## src/hdl/dfr_pkg.sv

```systemverilog
// Shared types and constants for the delimited frame receiver.
`timescale 1ns / 1ps

package dfr_pkg;

   // Reset values of the marker registers
   localparam logic [7:0] START_MARKER_RESET = 8'd97;
   localparam logic [7:0] END_MARKER_RESET   = 8'd101;

   // Width of the reported frame position
   localparam int unsigned INDEX_W = 5;

   // Configuration register indexes
   localparam logic CSR_START_MARKER = 1'b0;
   localparam logic CSR_END_MARKER   = 1'b1;

   // Result status codes
   typedef enum logic [1:0] {
      STATUS_CONTINUE = 2'd0,
      STATUS_VALID    = 2'd1,
      STATUS_ERROR    = 2'd2
   } status_type;

   // Commands from the front part to the back part
   typedef enum logic [1:0] {
      CMD_CONTINUE = 2'd0,
      CMD_ERROR    = 2'd1,
      CMD_COMMIT   = 2'd2
   } cmd_type;

   // Back part control states
   typedef enum logic [1:0] {
      ST_IDLE = 2'b01,
      ST_READ = 2'b10
   } back_state_type;

endpackage

```

## src/hdl/dfr_cmd_queue.sv

```systemverilog
// Two-entry command queue between the front and back parts.
`timescale 1ns / 1ps

module dfr_cmd_queue (
   input  logic             clock,
   input  logic             reset,
   input  logic             push,
   input  dfr_pkg::cmd_type push_cmd,
   output logic             full,
   input  logic             pop,
   output dfr_pkg::cmd_type head_cmd,
   output logic             empty
);

   dfr_pkg::cmd_type entry_ff [2];
   logic             wr_ptr_ff;
   logic             wr_ptr_in;
   logic             rd_ptr_ff;
   logic             rd_ptr_in;
   logic [1:0]       count_ff;
   logic [1:0]       count_in;
   logic             do_push;
   logic             do_pop;

   assign full     = (count_ff == 2'd2);
   assign empty    = (count_ff == 2'd0);
   assign head_cmd = entry_ff[rd_ptr_ff];
   assign do_push  = push && !full;
   assign do_pop   = pop && !empty;

   // Advance pointers and occupancy
   always_comb begin
      wr_ptr_in = do_push ? !wr_ptr_ff : wr_ptr_ff;
      rd_ptr_in = do_pop ? !rd_ptr_ff : rd_ptr_ff;
      count_in  = count_ff;
      if (do_push && !do_pop) begin
         count_in = count_ff + 2'd1;
      end else if (do_pop && !do_push) begin
         count_in = count_ff - 2'd1;
      end
   end

   always_ff @(posedge clock) begin
      if (reset) begin
         wr_ptr_ff <= 1'b0;
         rd_ptr_ff <= 1'b0;
         count_ff  <= 2'd0;
      end else begin
         wr_ptr_ff <= wr_ptr_in;
         rd_ptr_ff <= rd_ptr_in;
         count_ff  <= count_in;
      end
   end

   // Store the pushed command
   always_ff @(posedge clock) begin
      if (do_push) begin
         entry_ff[wr_ptr_ff] <= push_cmd;
      end
   end

endmodule

```

## src/hdl/dfr_front.sv

```systemverilog
// Front part: accepts bytes, tracks framing, fills the buffer, issues commands.
`timescale 1ns / 1ps

module dfr_front #(
   parameter int unsigned FRAME_BYTES = 25
) (
   input  logic                           clock,
   input  logic                           reset,
   // byte input
   input  logic                           req_push,
   input  logic [7:0]                     req_rx_byte,
   output logic                           req_full,
   // configuration
   input  logic                           csr_we,
   input  logic                           csr_index,
   input  logic [7:0]                     csr_wdata,
   // command queue
   output logic                           cmd_push,
   output dfr_pkg::cmd_type               cmd_data,
   input  logic                           cmd_full,
   // frame buffer write port
   output logic                           buf_wr_en,
   output logic [$clog2(FRAME_BYTES)-1:0] buf_wr_addr,
   output logic [7:0]                     buf_wr_data,
   // readout of the committed frame has finished
   input  logic                           readout_done
);

   localparam int unsigned AW = $clog2(FRAME_BYTES);
   localparam int unsigned PW = $clog2(FRAME_BYTES + 1);

   logic [7:0]    start_marker_ff;
   logic [7:0]    end_marker_ff;
   logic          receiving_ff;
   logic          receiving_in;
   logic [PW-1:0] position_ff;
   logic [PW-1:0] position_in;
   logic          busy_ff;
   logic          busy_in;
   logic          in_payload;
   logic          accept;

   assign in_payload = receiving_ff && (position_ff < PW'(FRAME_BYTES));

   // Hold payload bytes while the buffer still holds a frame being read out
   assign req_full = cmd_full || (in_payload && busy_ff);
   assign accept   = req_push && !req_full;

   assign buf_wr_en   = accept && in_payload;
   assign buf_wr_addr = position_ff[AW-1:0];
   assign buf_wr_data = req_rx_byte;

   // Classify the byte and advance the framing state
   always_comb begin
      receiving_in = receiving_ff;
      position_in  = position_ff;
      busy_in      = busy_ff;
      cmd_data     = dfr_pkg::CMD_CONTINUE;
      if (readout_done) begin
         busy_in = 1'b0;
      end
      if (!receiving_ff) begin
         if (accept && (req_rx_byte == start_marker_ff)) begin
            receiving_in = 1'b1;
            position_in  = '0;
         end
      end else if (in_payload) begin
         if (accept) begin
            position_in = position_ff + PW'(1);
         end
      end else begin
         if (req_rx_byte == end_marker_ff) begin
            cmd_data = dfr_pkg::CMD_COMMIT;
         end else begin
            cmd_data = dfr_pkg::CMD_ERROR;
         end
         if (accept) begin
            receiving_in = 1'b0;
            position_in  = '0;
            if (req_rx_byte == end_marker_ff) begin
               busy_in = 1'b1;
            end
         end
      end
   end

   assign cmd_push = accept;

   always_ff @(posedge clock) begin
      if (reset) begin
         receiving_ff <= 1'b0;
         position_ff  <= '0;
         busy_ff      <= 1'b0;
      end else begin
         receiving_ff <= receiving_in;
         position_ff  <= position_in;
         busy_ff      <= busy_in;
      end
   end

   // Marker registers
   always_ff @(posedge clock) begin
      if (reset) begin
         start_marker_ff <= dfr_pkg::START_MARKER_RESET;
         end_marker_ff   <= dfr_pkg::END_MARKER_RESET;
      end else if (csr_we) begin
         unique case (csr_index)
            dfr_pkg::CSR_START_MARKER: start_marker_ff <= csr_wdata;
            dfr_pkg::CSR_END_MARKER:   end_marker_ff   <= csr_wdata;
            default: ;
         endcase
      end
   end

endmodule

```

## src/hdl/dfr_back.sv

```systemverilog
// Back part: executes commands, holds the frame buffer, drives the result register.
`timescale 1ns / 1ps

module dfr_back #(
   parameter int unsigned FRAME_BYTES = 25
) (
   input  logic                              clock,
   input  logic                              reset,
   // command queue
   input  logic                              cmd_empty,
   input  dfr_pkg::cmd_type                  cmd_head,
   output logic                              cmd_pop,
   // frame buffer write port
   input  logic                              buf_wr_en,
   input  logic [$clog2(FRAME_BYTES)-1:0]    buf_wr_addr,
   input  logic [7:0]                        buf_wr_data,
   output logic                              readout_done,
   // results
   output logic                              rsp_empty,
   input  logic                              rsp_pop,
   output logic [1:0]                        rsp_status,
   output logic                              rsp_has_data,
   output logic [7:0]                        rsp_data_byte,
   output logic [dfr_pkg::INDEX_W-1:0]       rsp_byte_index,
   output logic                              rsp_last
);

   localparam int unsigned AW = $clog2(FRAME_BYTES);
   localparam logic [AW-1:0] LAST_IDX = AW'(FRAME_BYTES - 1);

   logic [7:0]                    buffer_mem [FRAME_BYTES];
   dfr_pkg::back_state_type       state_ff;
   dfr_pkg::back_state_type       state_in;
   logic [AW-1:0]                 rd_idx_ff;
   logic [AW-1:0]                 rd_idx_in;
   logic [7:0]                    rd_data_ff;
   logic                          s1_valid_ff;
   logic                          s1_valid_in;
   logic [AW-1:0]                 s1_idx_ff;
   logic                          out_valid_ff;
   logic                          out_valid_in;
   dfr_pkg::status_type           out_status_ff;
   logic                          out_has_data_ff;
   logic [7:0]                    out_data_ff;
   logic [dfr_pkg::INDEX_W-1:0]   out_index_ff;
   logic                          out_last_ff;
   logic                          adv_out;
   logic                          s1_load;
   logic                          take_simple;
   logic                          take_commit;

   assign adv_out     = !out_valid_ff || rsp_pop;
   assign s1_load     = (state_ff == dfr_pkg::ST_READ) && (!s1_valid_ff || adv_out);
   assign take_simple = (state_ff == dfr_pkg::ST_IDLE) && !cmd_empty
                        && (cmd_head != dfr_pkg::CMD_COMMIT) && !s1_valid_ff && adv_out;
   assign take_commit = (state_ff == dfr_pkg::ST_IDLE) && !cmd_empty
                        && (cmd_head == dfr_pkg::CMD_COMMIT);
   assign cmd_pop      = take_simple || take_commit;
   assign readout_done = s1_load && (rd_idx_ff == LAST_IDX);

   // Sequence the readout of a committed frame
   always_comb begin
      state_in  = state_ff;
      rd_idx_in = rd_idx_ff;
      unique case (state_ff)
         dfr_pkg::ST_IDLE: begin
            if (take_commit) begin
               state_in  = dfr_pkg::ST_READ;
               rd_idx_in = '0;
            end
         end
         dfr_pkg::ST_READ: begin
            if (s1_load) begin
               if (rd_idx_ff == LAST_IDX) begin
                  state_in = dfr_pkg::ST_IDLE;
               end else begin
                  rd_idx_in = rd_idx_ff + AW'(1);
               end
            end
         end
         default: begin
            state_in = dfr_pkg::ST_IDLE;
         end
      endcase
   end

   // Read stage valid: load on a read, drain into the result register
   always_comb begin
      s1_valid_in = s1_valid_ff;
      if (s1_load) begin
         s1_valid_in = 1'b1;
      end else if (adv_out) begin
         s1_valid_in = 1'b0;
      end
   end

   // Result register valid
   always_comb begin
      out_valid_in = out_valid_ff;
      if ((s1_valid_ff && adv_out) || take_simple) begin
         out_valid_in = 1'b1;
      end else if (rsp_pop) begin
         out_valid_in = 1'b0;
      end
   end

   always_ff @(posedge clock) begin
      if (reset) begin
         state_ff     <= dfr_pkg::ST_IDLE;
         rd_idx_ff    <= '0;
         s1_valid_ff  <= 1'b0;
         out_valid_ff <= 1'b0;
      end else begin
         state_ff     <= state_in;
         rd_idx_ff    <= rd_idx_in;
         s1_valid_ff  <= s1_valid_in;
         out_valid_ff <= out_valid_in;
      end
   end

   // Frame buffer: one write port, one registered read port
   always_ff @(posedge clock) begin
      if (buf_wr_en) begin
         buffer_mem[buf_wr_addr] <= buf_wr_data;
      end
      if (s1_load) begin
         rd_data_ff <= buffer_mem[rd_idx_ff];
         s1_idx_ff  <= rd_idx_ff;
      end
   end

   // Load the result register from the read stage or from a simple command
   always_ff @(posedge clock) begin
      if (s1_valid_ff && adv_out) begin
         out_status_ff   <= dfr_pkg::STATUS_VALID;
         out_has_data_ff <= 1'b1;
         out_data_ff     <= rd_data_ff;
         out_index_ff    <= dfr_pkg::INDEX_W'(s1_idx_ff);
         out_last_ff     <= (s1_idx_ff == LAST_IDX);
      end else if (take_simple) begin
         out_status_ff   <= (cmd_head == dfr_pkg::CMD_ERROR) ?
                            dfr_pkg::STATUS_ERROR : dfr_pkg::STATUS_CONTINUE;
         out_has_data_ff <= 1'b0;
         out_data_ff     <= 8'd0;
         out_index_ff    <= '0;
         out_last_ff     <= 1'b1;
      end
   end

   assign rsp_empty      = !out_valid_ff;
   assign rsp_status     = out_status_ff;
   assign rsp_has_data   = out_has_data_ff;
   assign rsp_data_byte  = out_data_ff;
   assign rsp_byte_index = out_index_ff;
   assign rsp_last       = out_last_ff;

endmodule

```

## src/hdl/delimited_frame_receiver.sv

```systemverilog
// Top level of the start/end delimited frame receiver.
`timescale 1ns / 1ps

// Usage:
//   Input queue: drive req_rx_byte and req_push; a byte transfers at a clock edge
//   with req_push high and req_full low. Result queue: while rsp_empty is low the
//   oldest result sits on the rsp_ ports; it transfers at an edge with rsp_pop high.
//   Marker registers are written through csr_we / csr_index / csr_wdata
//   (index 0 start marker, index 1 end marker) while the block is idle.
//   Every byte yields one result, except a correctly closed frame, whose closing
//   byte yields FRAME_BYTES results (payload byte 0 first, last one marked).
//   A single result passes from the command queue into the result register; a frame
//   readout passes from the command queue through the buffer read stage into it.
//   Throughput: one byte per cycle while req_full is low. The readout walks the frame
//   buffer one entry per cycle over its single read port unless rsp_pop holds it back;
//   payload bytes of the next frame are held off (req_full high) until that walk is done.
//   Reset clears framing state, the command queue and the result register, and
//   restores the markers to 'a' and 'e'; the buffer needs no clearing.
//   When the receiver stalls (rsp_pop low) results back up into the command
//   queue, and req_full rises once that two-entry queue is full.

module delimited_frame_receiver #(
   parameter int unsigned FRAME_BYTES = 25
) (
   input  logic                        clock,
   input  logic                        reset,
   input  logic                        req_push,
   input  logic [7:0]                  req_rx_byte,
   output logic                        req_full,
   output logic                        rsp_empty,
   input  logic                        rsp_pop,
   output logic [1:0]                  rsp_status,
   output logic                        rsp_has_data,
   output logic [7:0]                  rsp_data_byte,
   output logic [dfr_pkg::INDEX_W-1:0] rsp_byte_index,
   output logic                        rsp_last,
   input  logic                        csr_we,
   input  logic                        csr_index,
   input  logic [7:0]                  csr_wdata
);

   localparam int unsigned AW = $clog2(FRAME_BYTES);

   logic             cmd_push;
   dfr_pkg::cmd_type cmd_data;
   logic             cmd_full;
   logic             cmd_pop;
   dfr_pkg::cmd_type cmd_head;
   logic             cmd_empty;
   logic             buf_wr_en;
   logic [AW-1:0]    buf_wr_addr;
   logic [7:0]       buf_wr_data;
   logic             readout_done;

   dfr_front #(
      .FRAME_BYTES (FRAME_BYTES)
   ) u_front (
      .clock        (clock),
      .reset        (reset),
      .req_push     (req_push),
      .req_rx_byte  (req_rx_byte),
      .req_full     (req_full),
      .csr_we       (csr_we),
      .csr_index    (csr_index),
      .csr_wdata    (csr_wdata),
      .cmd_push     (cmd_push),
      .cmd_data     (cmd_data),
      .cmd_full     (cmd_full),
      .buf_wr_en    (buf_wr_en),
      .buf_wr_addr  (buf_wr_addr),
      .buf_wr_data  (buf_wr_data),
      .readout_done (readout_done)
   );

   dfr_cmd_queue u_cmd_queue (
      .clock    (clock),
      .reset    (reset),
      .push     (cmd_push),
      .push_cmd (cmd_data),
      .full     (cmd_full),
      .pop      (cmd_pop),
      .head_cmd (cmd_head),
      .empty    (cmd_empty)
   );

   dfr_back #(
      .FRAME_BYTES (FRAME_BYTES)
   ) u_back (
      .clock          (clock),
      .reset          (reset),
      .cmd_empty      (cmd_empty),
      .cmd_head       (cmd_head),
      .cmd_pop        (cmd_pop),
      .buf_wr_en      (buf_wr_en),
      .buf_wr_addr    (buf_wr_addr),
      .buf_wr_data    (buf_wr_data),
      .readout_done   (readout_done),
      .rsp_empty      (rsp_empty),
      .rsp_pop        (rsp_pop),
      .rsp_status     (rsp_status),
      .rsp_has_data   (rsp_has_data),
      .rsp_data_byte  (rsp_data_byte),
      .rsp_byte_index (rsp_byte_index),
      .rsp_last       (rsp_last)
   );

endmodule

```

## config.mk

```make
export PLATFORM = sky130hd
export DESIGN_NAME = delimited_frame_receiver
export DESIGN_NICKNAME = d
export VERILOG_FILES = /design/src/hdl/dfr_pkg.sv /design/src/hdl/dfr_cmd_queue.sv /design/src/hdl/dfr_front.sv /design/src/hdl/dfr_back.sv /design/src/hdl/delimited_frame_receiver.sv
export SDC_FILE = /design/constraint.sdc
export NUM_CORES = 1
export LEC_CHECK = 0
export ABC_CLOCK_PERIOD_IN_PS = 3600
export BUFFER_PORTS_ARGS = -buffer_cell sky130_fd_sc_hd__buf_2
export CORE_UTILIZATION = 60
export CTS_CLUSTER_DIAMETER = 100
export DETAILED_ROUTE_END_ITERATION = 8
export PLACE_DENSITY = 0.84
export SYNTH_ARGS = -nofsm -noshare
export SYNTH_HDL_FRONTEND = slang
export SYNTH_SLANG_ARGS = --single-unit
```

## constraint.sdc

```tcl
create_clock -name clock -period 3.6 [get_ports clock]
set_input_delay 0.36 -clock clock [delete_from_list [all_inputs] [get_ports clock]]
set_output_delay 0.36 -clock clock [all_outputs]
set_load 0.02 [all_outputs]
```

==> impl_results.md <==
* Net count reported at finish at 716
* DIE HEIGHT at ~140 um
* Main synth FF type: edfxtp_1
* Ratio of cells with drive above 1 in the final layout at 21.02%
* Detailed Routing Iterations Pass 1 at 5
* Post-Synthesis Cells at 635
* First-pass GRT wire length at 35250 um
* Startpoint Class: flop
* Port Buf Inserts at 40
* Post-synthesis register bit count at 270
* Initial antenna violation count at 0
* Vias in the first global route at between 5000 and 6000
* Final period utilization at 75.55%
* Worst-path clk slew at roughly 60 ps
* Die W at 135.2 um
* CTS tree: yes
* Post-cts gate resize count at 0
* Syn Std Cell Area at ~11000 um2
* Max Clk Rate at 367.7 MHz
* Grt ovf at 0
* Inst Count DP at 884
* Seq/Total Area, Yosys at approximately 72%
* Die area at 18280 um2
* Setup Skew at ~8.0 ps
* Starting DRT DRC Count at 636
* DRC violations left at 0
* Synthesis warning total at 0
* Core ar. at 17300 um2
* Worst-path maximum fanout at 9
* Initial Util at 61.56%
* Post-synth EDFFs at around 230
* Worst skew pair latency at 520 ps
* Avg Inst Size Synth at 16.77 um2
* Worst EP required at 3750 ps
* Diode count at 0
* Slew HR at 24.67%
* Crit path kind: reg2reg
* Vias at 5981
* Leakage at ~0.0039 uW
* Max-Cap Viols at 0
* Status: complete, no violations
* Syn Nets at 664
* I/O Pins at between 40 and 50
* Hold_buf cts at 0
* Clock Path Buffers at 3
* Final HPWL DP at 14940 um
* WP data arrival at 2870 ps
* Worst-Margin Slew at 1121 ps
* Unrepaired setup endpoints after global routing: false
* RD Place Congestion at 0.8910
* Post-CTS Setup Inserts at 0
* CTS buffer count at 26
* CTS sink cnt at 270
* Area growth from synthesis to layout at 12.20%
* # rows at 48
* Pin count of the biggest net entering global routing at 43
* Final Max Tran Viols at 0
* DR vias/cell at 6.438
* Netlist cell types at 51
* Asr flop ratio synth at 0%
* Final hold violation count at 0
* CTS root buffer: clkbuf_16
* P per Cell Area at 559.5 nW/um2
* CTS H-tree lvls at 1
* Post-DRT Antenna Nets at 0
* Hold WC Path Type: in2reg
* GR Util All Layers at 26.87%
* Total routed wirelength at 23590 um
* Final Non-Filler Cells at 929
* WL/cell at between 20 and 30 um
* Peak supply drop at 0.0003863 V
* Final setup TNS at 0 ps
* Setup violators final at 0
* Minimum clock period after layout at 2720 ps
* Crit path capture type: flop
critical path, cell delays in order, from the launching register on:
cell and delay, ps:
dfxtp_1 410, o311ai_2 450, nand2_2 180, nor3_4 330, nand2_1 300, nor2_1 680
final cells by class:
class	count	area, um2
Clock inverter	13	131.4
Fill cell	1052	5350
Clock buffer	32	704.4
Timing Repair Buffer	51	295.3
Multi-Input combinational cell	327	2771
Inverter	11	41.29
Tap cell	225	281.5
Sequential cell	270	7721
Yosys cell counts, types with 6 or more instances:
cell	number	area share (%)
a21oi_1	28	1.3
a22oi_1	9	0.63
and2_1	14	0.82
buf_2	7	0.33
clkbuf_1	18	0.63
dfxtp_1	39	7.3
edfxtp_1	231	65
ha_1	7	0.82
inv_1	11	0.39
mux4_2	48	10
nand2_1	38	1.3
nand3_1	7	0.33
nor2_1	48	1.7
nor2b_1	11	0.65
o211ai_1	8	0.56
o21ai_0	13	0.61
o22ai_1	8	0.47
or3_1	6	0.35
xnor2_1	10	0.82
xor2_1	13	1.1
flip-flops by register name, indices dropped and copies added, names as in the netlist, named ones only:
signal,flops
u_cmd_queue.count_ff,2
u_cmd_queue.rd_ptr_ff,1
u_back.state_ff,2
u_front.buf_wr_addr,5
u_front.receiving_ff,1
u_front.start_marker_ff,8
u_back.rsp_status,2
u_back.buffer_mem,200
u_back.rd_idx_ff,5
u_cmd_queue.wr_ptr_ff,1
u_back.rsp_last,1
u_front.end_marker_ff,8
u_back.rsp_byte_index,5
u_back.out_valid_ff,1
u_back.s1_valid_ff,1
u_cmd_queue.entry_ff,4
u_front.busy_ff,1
u_back.s1_idx_ff,5
u_back.rd_data_ff,8
u_back.rsp_data_byte,8
metrics by stage:
step / worst slack [ps] / util, % / instance area (um2) / hold slack, ps / total power (uW)
after floorplan: 972.3 / - / 10650 / 431.4 / 3891
after global placement: 1135 / 64.24 / 11110 / 450.7 / 4047
after detailed placement: 988.0 / 64.24 / 11110 / 463.3 / 4077
after CTS: 909.7 / 69.07 / 11950 / 69.13 / 6702
after global routing: 671.1 / 69.07 / 11950 / 67.11 / 6859
final: 880.4 / 69.07 / 11950 / 81.41 / 6684
cells in the final DEF, fill, tap and decap left out, types with 13 or more instances in the layout:
| master | netlist | final |
|---|---|---|
| a21oi_1 | 28 | 28 |
| and2_1 | 14 | 14 |
| buf_2 | 7 | 40 |
| clkbuf_16 | 0 | 27 |
| dfxtp_1 | 39 | 38 |
| edfxtp_1 | 231 | 231 |
| mux4_2 | 48 | 48 |
| nand2_1 | 38 | 38 |
| nor2_1 | 48 | 48 |
| o21ai_0 | 13 | 13 |
| xor2_1 | 13 | 13 |
layer usage:
metal  track usage (%)  part of all wire, %  up-vias
li1                  -                    -     2575
met1             34.42                   36     2971
met2             44.79                   51      361
met3             4.676                  8.2       74
met4             13.23                  4.8        0
met5                 0                    0        -
cell families (layout without fill, tap and decap cells):
group,count (synthesis),count (layout),synth area share [%]
compound gates,85,85,5.347
fa+ha+maj,7,7,0.8225
simple gates,164,164,7.815
mux,48,48,10.15
buf+inv,38,107,1.492
xor+xnor,23,23,1.892
flops,270,270,72.48
path summary, 6_finish.rpt:
kind	cells past startpoint	slack (ps)	start	end
min reg2reg	2	470	u_back.rsp_status[1]	u_back.rsp_status[1]
max reg2reg	5	880	u_front.buf_wr_addr[0]	u_back.buffer_mem[11][4]
max	5	880	u_front.buf_wr_addr[0]	u_back.buffer_mem[11][4]
min	3	80	csr_wdata[6]	u_front.start_marker_ff[6]
where the power goes:
part / switching, uW / total [uW] / internal (uW)
sequential: 46.7 / 3550 / 3500
clock: 1080 / 2670 / 1590
combinational: 326 / 465 / 140
total: 1450 / 6680 / 5230
Note: power is estimated with default switching activity, not from simulation.
